==> src/hdl/sgm_pkg.sv <==
// Shared types, constants and codes for the Sobel gradient magnitude unit.
package sgm_pkg;

  // Largest supported line length and frame height.
  localparam int SGM_MAX_WIDTH  = 1024;
  localparam int SGM_MAX_HEIGHT = 4095;

  // Field and register widths.
  localparam int PIX_W     = 8;
  localparam int IN_W      = 3 * PIX_W;
  localparam int CFG_W_W   = 11;
  localparam int CFG_H_W   = 12;
  localparam int CFG_IDX_W = 2;
  localparam int CFG_DATA_W = 12;
  localparam int ROW_W     = 12;
  localparam int MAG_W     = 11;
  localparam int CMP_W     = 13;

  // Reset values of the configuration registers.
  localparam logic [CFG_W_W-1:0] CFG_W_RESET = 11'd640;
  localparam logic [CFG_H_W-1:0] CFG_H_RESET = 12'd480;
  localparam int MIN_DIM = 3;

  // Luma: floor((299 r + 587 g + 114 b) / 1000), the divide done as a
  // multiply by ceil(2^28 / 1000). The error stays below 1/1000 for every sum.
  localparam int WSUM_W     = 18;
  localparam int PROD_W     = 37;
  localparam int LUMA_WT_R  = 299;
  localparam int LUMA_WT_G  = 587;
  localparam int LUMA_WT_B  = 114;
  localparam int LUMA_RECIP = 268436;
  localparam int LUMA_SHIFT = 28;

  // Sobel sums, squares and the square root radicand.
  localparam int SUM_W = 12;
  localparam int SOB_W = 11;
  localparam int SQ_W  = 20;
  localparam int RAD_W = 2 * MAG_W;

  // Configuration register indexes.
  typedef enum logic [CFG_IDX_W-1:0] {
    CFG_IMAGE_WIDTH  = 2'd0,
    CFG_IMAGE_HEIGHT = 2'd1
  } sgm_cfg_e;

  // Sequencer states.
  typedef enum logic [2:0] {
    ST_IDLE,
    ST_LUMA_SUM,
    ST_LUMA_SCALE,
    ST_SOBEL,
    ST_SQUARE,
    ST_ROOT_START,
    ST_ROOT,
    ST_PUSH
  } sgm_state_e;

  // Commands from the sequencer to the datapath.
  typedef struct packed {
    logic accept;
    logic luma_sum;
    logic luma_scale;
    logic sobel;
    logic square;
    logic root_start;
    logic push;
  } sgm_cmd_t;

  // Status from the datapath to the sequencer.
  typedef struct packed {
    logic root_done;
    logic out_free;
  } sgm_status_t;

endpackage

==> src/hdl/sgm_ctrl.sv <==
// Sequencer: steps one pixel through the datapath.
module sgm_ctrl
  import sgm_pkg::*;
(
  input  logic        clk_i,
  input  logic        rst_ni,
  input  logic        in_valid_i,
  output logic        in_ready_o,
  input  sgm_status_t status_i,
  output sgm_cmd_t    cmd_o
);

  sgm_state_e state_q, state_d;

  // State register.
  always_ff @(posedge clk_i or negedge rst_ni) begin
    if (!rst_ni) begin
      state_q <= ST_IDLE;
    end else begin
      state_q <= state_d;
    end
  end

  // Next state and commands.
  always_comb begin
    state_d    = state_q;
    cmd_o      = '0;
    in_ready_o = 1'b0;
    unique case (state_q)
      ST_IDLE: begin
        in_ready_o = 1'b1;
        if (in_valid_i) begin
          cmd_o.accept = 1'b1;
          state_d      = ST_LUMA_SUM;
        end
      end
      ST_LUMA_SUM: begin
        cmd_o.luma_sum = 1'b1;
        state_d        = ST_LUMA_SCALE;
      end
      ST_LUMA_SCALE: begin
        cmd_o.luma_scale = 1'b1;
        state_d          = ST_SOBEL;
      end
      ST_SOBEL: begin
        cmd_o.sobel = 1'b1;
        state_d     = ST_SQUARE;
      end
      ST_SQUARE: begin
        cmd_o.square = 1'b1;
        state_d      = ST_ROOT_START;
      end
      ST_ROOT_START: begin
        cmd_o.root_start = 1'b1;
        state_d          = ST_ROOT;
      end
      ST_ROOT: begin
        if (status_i.root_done) begin
          state_d = ST_PUSH;
        end
      end
      ST_PUSH: begin
        if (status_i.out_free) begin
          cmd_o.push = 1'b1;
          state_d    = ST_IDLE;
        end
      end
      default: state_d = ST_IDLE;
    endcase
  end

endmodule

==> config.mk <==
export PLATFORM = sky130hd
export DESIGN_NAME = sgm_ctrl
export DESIGN_NICKNAME = d
export VERILOG_FILES = /design/src/hdl/sgm_pkg.sv /design/src/hdl/sgm_ctrl.sv
export SDC_FILE = /design/constraint.sdc
export NUM_CORES = 1
export LEC_CHECK = 0
export ABC_CLOCK_PERIOD_IN_PS = 1100
export BUFFER_PORTS_ARGS = -buffer_cell sky130_fd_sc_hd__buf_2
export CAP_MARGIN = 0
export CELL_PAD_IN_SITES_DETAIL_PLACEMENT = 2
export CELL_PAD_IN_SITES_GLOBAL_PLACEMENT = 2
export CORE_AREA = 5 5 42 44
export DETAILED_ROUTE_END_ITERATION = 10
export DIE_AREA = 0 0 47 49
export GPL_ROUTABILITY_DRIVEN = 0
export PLACE_DENSITY_LB_ADDON = 0.1
export SETUP_SLACK_MARGIN = 0.05
export SLEW_MARGIN = 20
export SYNTH_ARGS = -nofsm -noshare
export SYNTH_HDL_FRONTEND = slang
export SYNTH_SLANG_ARGS = --single-unit
export TNS_END_PERCENT = 1
==> constraint.sdc <==
create_clock -name clk_i -period 1.1 [get_ports clk_i]
set_input_delay 0.11 -clock clk_i [delete_from_list [all_inputs] [get_ports clk_i]]
set_output_delay 0.11 -clock clk_i [all_outputs]
set_load 0.01 [all_outputs]
==> reports/metrics.yaml, run 1 <==
power_switching_share: 0.4017
viasPerCell: 4.226
design_power_total_mw: 1.193
cp_data_required_time_ps: 990
pwr-share-seq: 0.264
numClockSinks: 3
critPathMaxFanout: 7
path_class: "reg -> out"
violations: "negative setup slack"
cts_buffer_depth: 2
diodes: 0
synth_seq_area_share: 0.3226
antenna_left: 0
root_buffer: "clkbuf_4"
hold_viol: 0
synth.distinct_cells: 18
syn-num-nets: 30
fin_util: 0.2955
max-cap-violations: 0
layout_setup_ws_ps: -158.5
period_share: 1.144
die_h_um: 49
antenna_found_initial: 0
initial_core_util: 0.1661
final-seq-area_sq_um: 78.83
p_leak_nw: 0.2062
rsz0062_at_grt: "yes"
worstReg2RegStart: "state_q[1]"
hold_path.startpoint: "status_i[0]"
timing.fmax_mhz: 794.6
yosysMostFrequentCell: "dfrtp_1"
top_register: "state_q"
worst_pin_slew_ps: 185.1
dr_total_vias: 262
clock_skew_ps: 2.259
track_usage: 0.07898
ys_ff_latch: 3
placed_area_sq_um: 306.5
cts_tree: "built"
status: "complete, but fails checks"
maxSlewHeadroom: 0.8766
netSwitchingPower_mw: 0.4791
grt_pass1_wl_um: 1304
hold_path_class: "in -> reg"
clk_latency_ps: 230
cp-end-kind: "output port"
numPortBuffers: 12
die_width_um: 47
path_cells: "nor3_4 -> and2_1 -> buf_2"
fp.dieArea_sq_mm: 0.002303
clk_pin_slew_ps: 40
cp-start-kind: "flop"
numCtsBuffers: 3
post-route-min-period_ps: 1258
drt_iter0_drc: 0
slew_viol_final: 0
first_global_vias: 286
top_regs: "state_q x3"
synth_top_area_share: 0.3226
combPwrFrac: 0.577
finalNetCount: 52
pwr-share-clk: 0.159
layout-drive-gt1-share: 0.6522
synth_area_leader_cell: "dfrtp_1"
crit_start: "state_q[0]"
synth_area_leaders: "dfrtp_1 32%, nor3_2 8.6%, a221oi_2 6.5%, nor3b_1 6.5%, and2_1 5.4%"
wl_per_cell_um: 12.47
area_growth_pct: 77.96
setup_viol: 8
p_int_mw: 0.7135
multiInputGateArea_sq_um: 146.4
top_level_ports: 13
final_area_sq_um: 414.1
htreeDepth: 1
p_per_area_mw_per_mm2: 2880
routed_wl_um: 773
postSynth.asyncResetShare: 1.000
core_area_sq_mm: 0.001401
grt_max_degree: 9
peakVddDrop_uv: 985.7
grt_remaining_overflow: 0
synth_flop_cell: "dfrtp_1"
avgSynthCellArea_sq_um: 9.309
ys_warn_count: 0
largest_reg_flops: 3
drtPass1Iterations: 1
synth_area_sq_um: 232.7
num_rows: 14
syn_inst: 25
drc: 0
slowest_stage: "dfrtp_2"
cp_data_arrival_time_ps: 1150
slowest_delay_ps: 460
num-fill-cells: 171
synth-edff-count: 0
## cell families (layout without fill, tap and decap cells)
group                  after synthesis  after routing  synth area share
and+or+nand+nor                     14             14            0.4408
AOI/OAI and AO/OA                    4              4            0.1505
buffers and inverters                4             25           0.08598
DFF                                  3              3            0.3226
## power by group through the flow
stage | Sequential, mW | Combinational (mW) | Clock, mW
after floorplan | 0.216 | 0.403 | 0
after global placement | 0.337 | 0.392 | 0
after detailed placement | 0.350 | 0.399 | 0
after CTS | 0.312 | 0.659 | 0.201
after global routing | 0.343 | 0.749 | 0.213
final | 0.315 | 0.688 | 0.190
## final timing paths
path	end	slack, ps	cells after the start
max	cmd_o[6]	-160	3
min	state_q[1]	180	3
max reg2reg	state_q[0]	10	3
min reg2reg	state_q[1]	660	2
max in group asynchronous	state_q[2]	770	2
min in group asynchronous	state_q[0]	200	2
## area by class of cell
class | count | area share
Clock buffer | 4 | 0.06344
Multi-Input combinational cell | 18 | 0.3535
Inverter | 2 | 0.01813
Tap cell | 16 | 0.04834
Timing Repair Buffer | 19 | 0.3263
Sequential cell | 3 | 0.1903
## metrics by stage
| step | setup slack (ps) | TNS (ps) | hold slack (ps) | cells |
|---|---|---|---|---|
| 2_1_floorplan | 60.91 | 0 | -185.6 | 25 |
| 3_3_place_gp | 26.81 | 0 | -91.01 | 51 |
| 3_5_place_dp | -18.98 | -32.76 | -90.15 | 51 |
| 4_1_cts | -187.4 | -1104 | 182.9 | 62 |
| 5_1_grt | -224.6 | -1491 | 190.2 | 62 |
| 6_report | -158.5 | -838.0 | 183.8 | 62 |
## worst max-delay path, delay by kind of cell, from the launching register on
kind,cells,cell delay (ps)
flops,1,460
simple gates,2,340
buf+inv,1,120
## cell usage in the layout (no fill, tap or decap), drive strengths merged
cell         synthesis  final
a21boi               1      1
a21oi                1      1
a221oi               1      1
and2                 2      2
and4bb               1      1
buf                  2     18
clkbuf               0      4
dfrtp                3      3
dlygate4sd3          0      1
inv                  2      2
nand2                1      1
nand2b               2      2
nand4                1      1
nor2                 2      2
nor3                 2      2
nor3b                3      3
o21bai               1      1
## metal layers
layer	routed length, um	vias to the layer above	global-route usage
met5	0	-	0
met1	301	120	0.08609
li1	-	129	-
met2	377	13	0.1244
met4	0	0	0.01382
met3	93	0	0.05535
## what timing repair did
action / CTS / global route
hold buffers: 1 / 0
hold endpoints to repair: 3 / 0
cloned: 0 / 0
endpoints found under the setup margin: 10 / 9
setup buffers: 6 / 0
pin swaps: 3 / 1
gates resized for setup: 3 / 4
Note: power is estimated with default switching activity, not from simulation.
==> inputs of run 2 (changes only) <==
--- a/config.mk
+++ b/config.mk
@@ -15,5 +15,5 @@
 export DIE_AREA = 0 0 47 49
 export GPL_ROUTABILITY_DRIVEN = 0
-export PLACE_DENSITY_LB_ADDON = 0.1
+export PLACE_DENSITY = 0.7
 export SETUP_SLACK_MARGIN = 0.05
 export SLEW_MARGIN = 20
==> constraint.sdc (replaced) <==
create_clock -name clk_i -period 1.1 [get_ports clk_i]
set_input_delay 0.11 -clock clk_i [delete_from_list [all_inputs] [get_ports clk_i]]
set_output_delay 0.11 -clock clk_i [all_outputs]
set_load 0.005 [all_outputs]
==> run 2 against run 1 <==
The run still ends with negative setup slack left. Clock power about the same. Sequential power decreased by 11%. Global-route usage decreased by 0.059 points. Critical path type unchanged. Largest power group unchanged. Highest routed layer unchanged.
==> reports/metrics.yaml, run 2 (synthesis results as in run 1) <==
max-cap-violations: 0  # unchanged
slowest_stage: "dfrtp_2"
final_common_cell: "buf_2"
maxSlewHeadroom: 0.8728  # -0.003738
most-common-layout-cells: "12 x buf_2, 5 x buf_4"
peakVddDrop_uv: 1041  # +5.6%
cts_buffer_depth: 2  # unchanged
top_level_ports: 13  # unchanged
diodes: 0  # unchanged
htreeDepth: 1  # unchanged
post-route-min-period_ps: 1213  # -45.85 ps
numCtsBuffers: 3  # unchanged
finalNetCount: 54  # +3.8%
layout_setup_ws_ps: -112.6  # +45.85 ps
path_class: "reg -> out"
dp_slack_ps: 18.62  # +37.60 ps
multiInputGateArea_sq_um: 150.1  # +2.6%
cp_data_required_time_ps: 990  # about the same
grt_max_degree: 8  # -1
cp_data_arrival_time_ps: 1100  # -50 ps
cts_tree: "built"
die_width_um: 47  # unchanged
routed_wl_um: 815  # +5.4%
drt_iter0_drc: 0  # unchanged
clk_pin_slew_ps: 40  # about the same
root_buffer: "clkbuf_4"
drtPass1Iterations: 1  # unchanged
period_share: 1.102  # -0.04168
viasPerCell: 4.188  # -0.91%
wl_per_cell_um: 12.73  # +2.1%
area_growth_pct: 82.26
critPathMaxFanout: 5  # -2
grt_pass1_wl_um: 1359  # +4.2%
numClockSinks: 3  # unchanged
violations: "negative setup slack"
dpl.hpwl_um: 476.4
initial_core_util: 0.1661  # unchanged
final_area_sq_um: 424.2  # +2.4%
fin_util: 0.3027  # +0.007143
worst_pin_slew_ps: 190.7  # +5.607 ps
die_h_um: 49  # unchanged
cp-start-kind: "flop"
timing.hold.ws_ps: 196.0  # +12.15 ps
layout-drive-gt1-share: 0.7083  # +0.05616
slew_viol_final: 0  # unchanged
p_per_area_mw_per_mm2: 2761  # -4.1%
antenna_left: 0  # unchanged
grt_remaining_overflow: 0  # unchanged
placed_cells: 51  # unchanged
top_register: "state_q"
fp.dieArea_sq_mm: 0.002303  # unchanged
rsz0062_at_grt: "yes"
status: "complete, but fails checks"
design_power_total_mw: 1.171  # -1.8%
num-fill-cells: 176  # +2.9%
timing.fmax_mhz: 824.7  # +3.8%
hold_path_class: "in -> reg"
placed_area_sq_um: 300.3  # -2.0%
largest_reg_flops: 3  # unchanged
clk_latency_ps: 220  # about the same
dr_total_vias: 268  # +2.3%
slowest_delay_ps: 440  # -20 ps
num_rows: 14  # unchanged
numPortBuffers: 12  # unchanged
setup_viol: 7  # -1
cp-end-kind: "output port"
first_global_vias: 297  # +3.8%
top_regs: "state_q x3"
final-seq-area_sq_um: 78.83  # unchanged
hold_viol: 0  # unchanged
path_cells: "buf_4 -> nor3b_2 -> buf_2"
track_usage: 0.07839  # -0.0005947
clock_skew_ps: 2.979  # +0.7197 ps
drc: 0  # unchanged
antenna_found_initial: 0  # unchanged
core_area_sq_mm: 0.001401  # unchanged
setup_tns_ps: -601.8  # +236.2 ps
final_cells: 64  # +3.2%
p_leak_nw: 0.2111  # +2.4%
[run 2: power by group]
part | leakage, nW | internal [mW] | switching [mW]
Combinational | 0.166 | 0.409 | 0.294
Sequential | 0.0305 | 0.176 | 0.105
Clock | 0.0150 | 0.136 | 0.0513
[run 2: final timing paths]
check | startpoint | end | slack [ps] | cells past startpoint
worst max-delay path | state_q[0] | cmd_o[4] | -110 | 3
worst min-delay path | status_i[0] | state_q[1] | 200 | 3
worst max register to register | state_q[0] | state_q[0] | 50 | 3
worst min register to register | state_q[0] | state_q[0] | 640 | 2
max in group asynchronous | rst_ni | state_q[0] | 760 | 2
min in group asynchronous | rst_ni | state_q[2] | 220 | 2
[run 2: cell type report]
type	count	area share
Timing Repair Buffer	21	0.3333
Tap cell	16	0.04720
Inverter	2	0.01770
Clock buffer	4	0.06195
Multi-Input combinational cell	18	0.3540
Sequential cell	3	0.1858
[run 2: layer usage]
metal / global-route usage / vias to the layer above / wire (um)
li1: - / 132 / -
met4: 0.02765 / 0 / 0
met1: 0.09978 / 130 / 317
met3: 0.01476 / 0 / 42
met2: 0.1267 / 6 / 455
met5: 0 / - / 0
[run 2: what timing repair did]
item / CTS / global route
hold endpoints to repair: 3 / 0
pin swaps: 2 / 1
hold buffers: 1 / 0
endpoints found under the setup margin: 9 / 9
setup buffers: 6 / 2
resized for setup: 9 / 3
gates cloned: 0 / 0
[run 2: worst max-delay path: cells and delay by family (launching register included)]
kind | cells | cell delay, ps
buffers and inverters | 2 | 300
flip-flops | 1 | 440
AND/OR/NAND/NOR | 1 | 150
==> inputs of run 3 (changes only) <==
--- a/config.mk
+++ b/config.mk
@@ -17,4 +17,5 @@
 export PLACE_DENSITY = 0.7
 export SETUP_SLACK_MARGIN = 0.05
+export SKIP_LAST_GASP = 1
 export SLEW_MARGIN = 20
 export SYNTH_ARGS = -nofsm -noshare
==> constraint.sdc (replaced) <==
create_clock -name clk_i -period 1.1 [get_ports clk_i]
set_input_delay 0 -clock clk_i [delete_from_list [all_inputs] [get_ports clk_i]]
set_output_delay 0 -clock clk_i [all_outputs]
set_load 0.005 [all_outputs]
==> run 3 against run 2 <==
The flow still finishes with violations (negative setup slack). Clock power hardly changed. Sequential share of layout area rose by 0.80 points. Sequential power increased by 15%. Critical path depth stayed put. Flip-flop and latch count stayed put. Final cell count down 4.7%. Power fell by 2.2%.
==> reports/metrics.yaml, run 3 (synthesis results as in run 1) <==
grt_busiest_layer: "met2"
clk_pin_slew_ps: 30  # about the same
critical_path.top_delay_family: "flip-flops"
numClockSinks: 3  # unchanged
htreeDepth: 1  # unchanged
grt_pass1_wl_um: 1248  # -8.2%
top_level_ports: 13  # unchanged
numCtsBuffers: 3  # unchanged
die_h_um: 49  # unchanged
cts_tree: "built"
layout-drive-gt1-share: 0.6222  # -0.08611
rsz0062_at_grt: "yes"
path_buf_inv: 2  # unchanged
timing.fmax_mhz: 877.1  # +6.4%
top_regs: "state_q x3"
violations: "negative setup slack"
hold_viol: 0  # unchanged
setup_tns_ps: -80.19  # +521.6 ps
hold_path_class: "in -> reg"
cp-start-kind: "flop"
path_class: "reg -> out"
peakVddDrop_uv: 1502  # +44%
worst_pin_slew_ps: 212.1  # +21.39 ps
status: "complete, but fails checks"
maxSlewHeadroom: 0.8586  # -0.01426
final_common_cell: "buf_2"
root_buffer: "clkbuf_4"
first_global_vias: 278  # -6.4%
clock_skew_ps: 3.621  # +0.6419 ps
grt_max_degree: 9  # +1
numPortBuffers: 12  # unchanged
final_area_sq_um: 406.6  # -4.1%
final_cells: 61  # -4.7%
max-cap-violations: 0  # unchanged
area_growth_pct: 74.73
cp-end-kind: "output port"
post-route-min-period_ps: 1140  # -72.45 ps
fp.dieArea_sq_mm: 0.002303  # unchanged
grt.met1_usage: 0.08389  # -0.01589
num_rows: 14  # unchanged
placed_area_sq_um: 300.3  # unchanged
p_leak_nw: 0.2008  # -4.9%
diodes: 0  # unchanged
most-common-layout-cells: "12 x buf_2, 3 x clkbuf_4, 3 x dfrtp_2"
grt_remaining_overflow: 0  # unchanged
top_register: "state_q"
setup_viol: 5  # -2
viasPerCell: 4.279  # +2.2%
dr_total_vias: 261  # -2.6%
p_per_area_mw_per_mm2: 2817  # +2.0%
layout_setup_ws_ps: -40.17  # +72.45 ps
grt.met3_usage: 0.05904  # +0.04428
dp_slack_ps: 23.76  # +5.143 ps
drtPass1Iterations: 1  # unchanged
core_area_sq_mm: 0.001401  # unchanged
grt_util_met2: 0.1290  # +0.002262
drc: 0  # unchanged
finalNetCount: 51  # -5.6%
clk_latency_ps: 230  # about the same
antenna_found_initial: 0  # unchanged
track_usage: 0.08039  # +0.002005
cp_data_arrival_time_ps: 1140  # +40 ps
drt_iter0_drc: 0  # unchanged
critPathMaxFanout: 7  # +2
slowest_delay_ps: 460  # +20 ps
die_width_um: 47  # unchanged
antenna_left: 0  # unchanged
slowest_stage: "dfrtp_2"
cts_buffer_depth: 2  # unchanged
slew_viol_final: 0  # unchanged
placed_cells: 51  # unchanged
routed_wl_um: 803  # -1.5%
period_share: 1.037  # -0.06586
dpl.hpwl_um: 520  # +9.2%
wl_per_cell_um: 13.16  # +3.4%
cp_data_required_time_ps: 1100  # +110 ps
path_cells: "buf_6 -> nor3_4 -> buf_2"
initial_core_util: 0.1661  # unchanged
largest_reg_flops: 3  # unchanged
-- run 3: worst paths after layout --
check	startpoint	endpoint	slack, ps	cells after the start
worst min register to register	state_q[2]	state_q[1]	680	2
max in group asynchronous	rst_ni	state_q[1]	870	2
min in group asynchronous	rst_ni	state_q[0]	110	2
worst max register to register	state_q[1]	state_q[0]	-10	3
worst max-delay path	state_q[1]	cmd_o[2]	-40	3
worst min-delay path	status_i[0]	state_q[1]	50	3
-- run 3: layout make-up --
class                   count  area, sq um
inverters                   2        10.01
clock buffers               4        26.28
well taps                  16        20.02
repair buffers             18        121.4
fillers                   174        994.7
flip-flops and latches      3        78.83
multi-input cells          18        150.1
-- run 3: timing repair --
action / CTS / global route
endpoints found under the setup margin: 9 / 9
buffers inserted: 5 / 0
gates resized for setup: 3 / 5
hold buffers: 1 / 0
hold endpoints to repair: 3 / 0
pin swaps: 2 / 0
-- run 3: stage by stage --
stage	power (mW)	hold WS, ps	util
floorplan	0.5666	-295.6	-
global placement	0.6700	-200.3	0.2143
detailed placement	0.6866	-200.2	0.2143
CTS	1.072	49.97	0.2759
global route	1.238	60.87	0.2902
finish	1.145	53.98	0.2902
-- run 3: where the power goes --
group / switching [mW] / total (mW) / internal, mW
Combinational: 0.267 / 0.633 / 0.366
Clock: 0.0546 / 0.190 / 0.136
Sequential: 0.146 / 0.322 / 0.176
Total: 0.468 / 1.15 / 0.678
-- run 3: worst reg2reg max path, cell delays in order, from the launching register on --
cell,delay [ps]
dfrtp_2,460
clkbuf_2,170
and4bb_1,220
a221oi_2,160
-- run 3: layer usage --
| metal | wire [um] | share of wire | vias up |
|---|---|---|---|
| met4 | 0 | 0 | 0 |
| met2 | 435 | 0.54 | 8 |
| met5 | 0 | 0 | - |
| met1 | 311 | 0.39 | 124 |
| met3 | 57 | 0.071 | 0 |
| li1 | - | - | 129 |
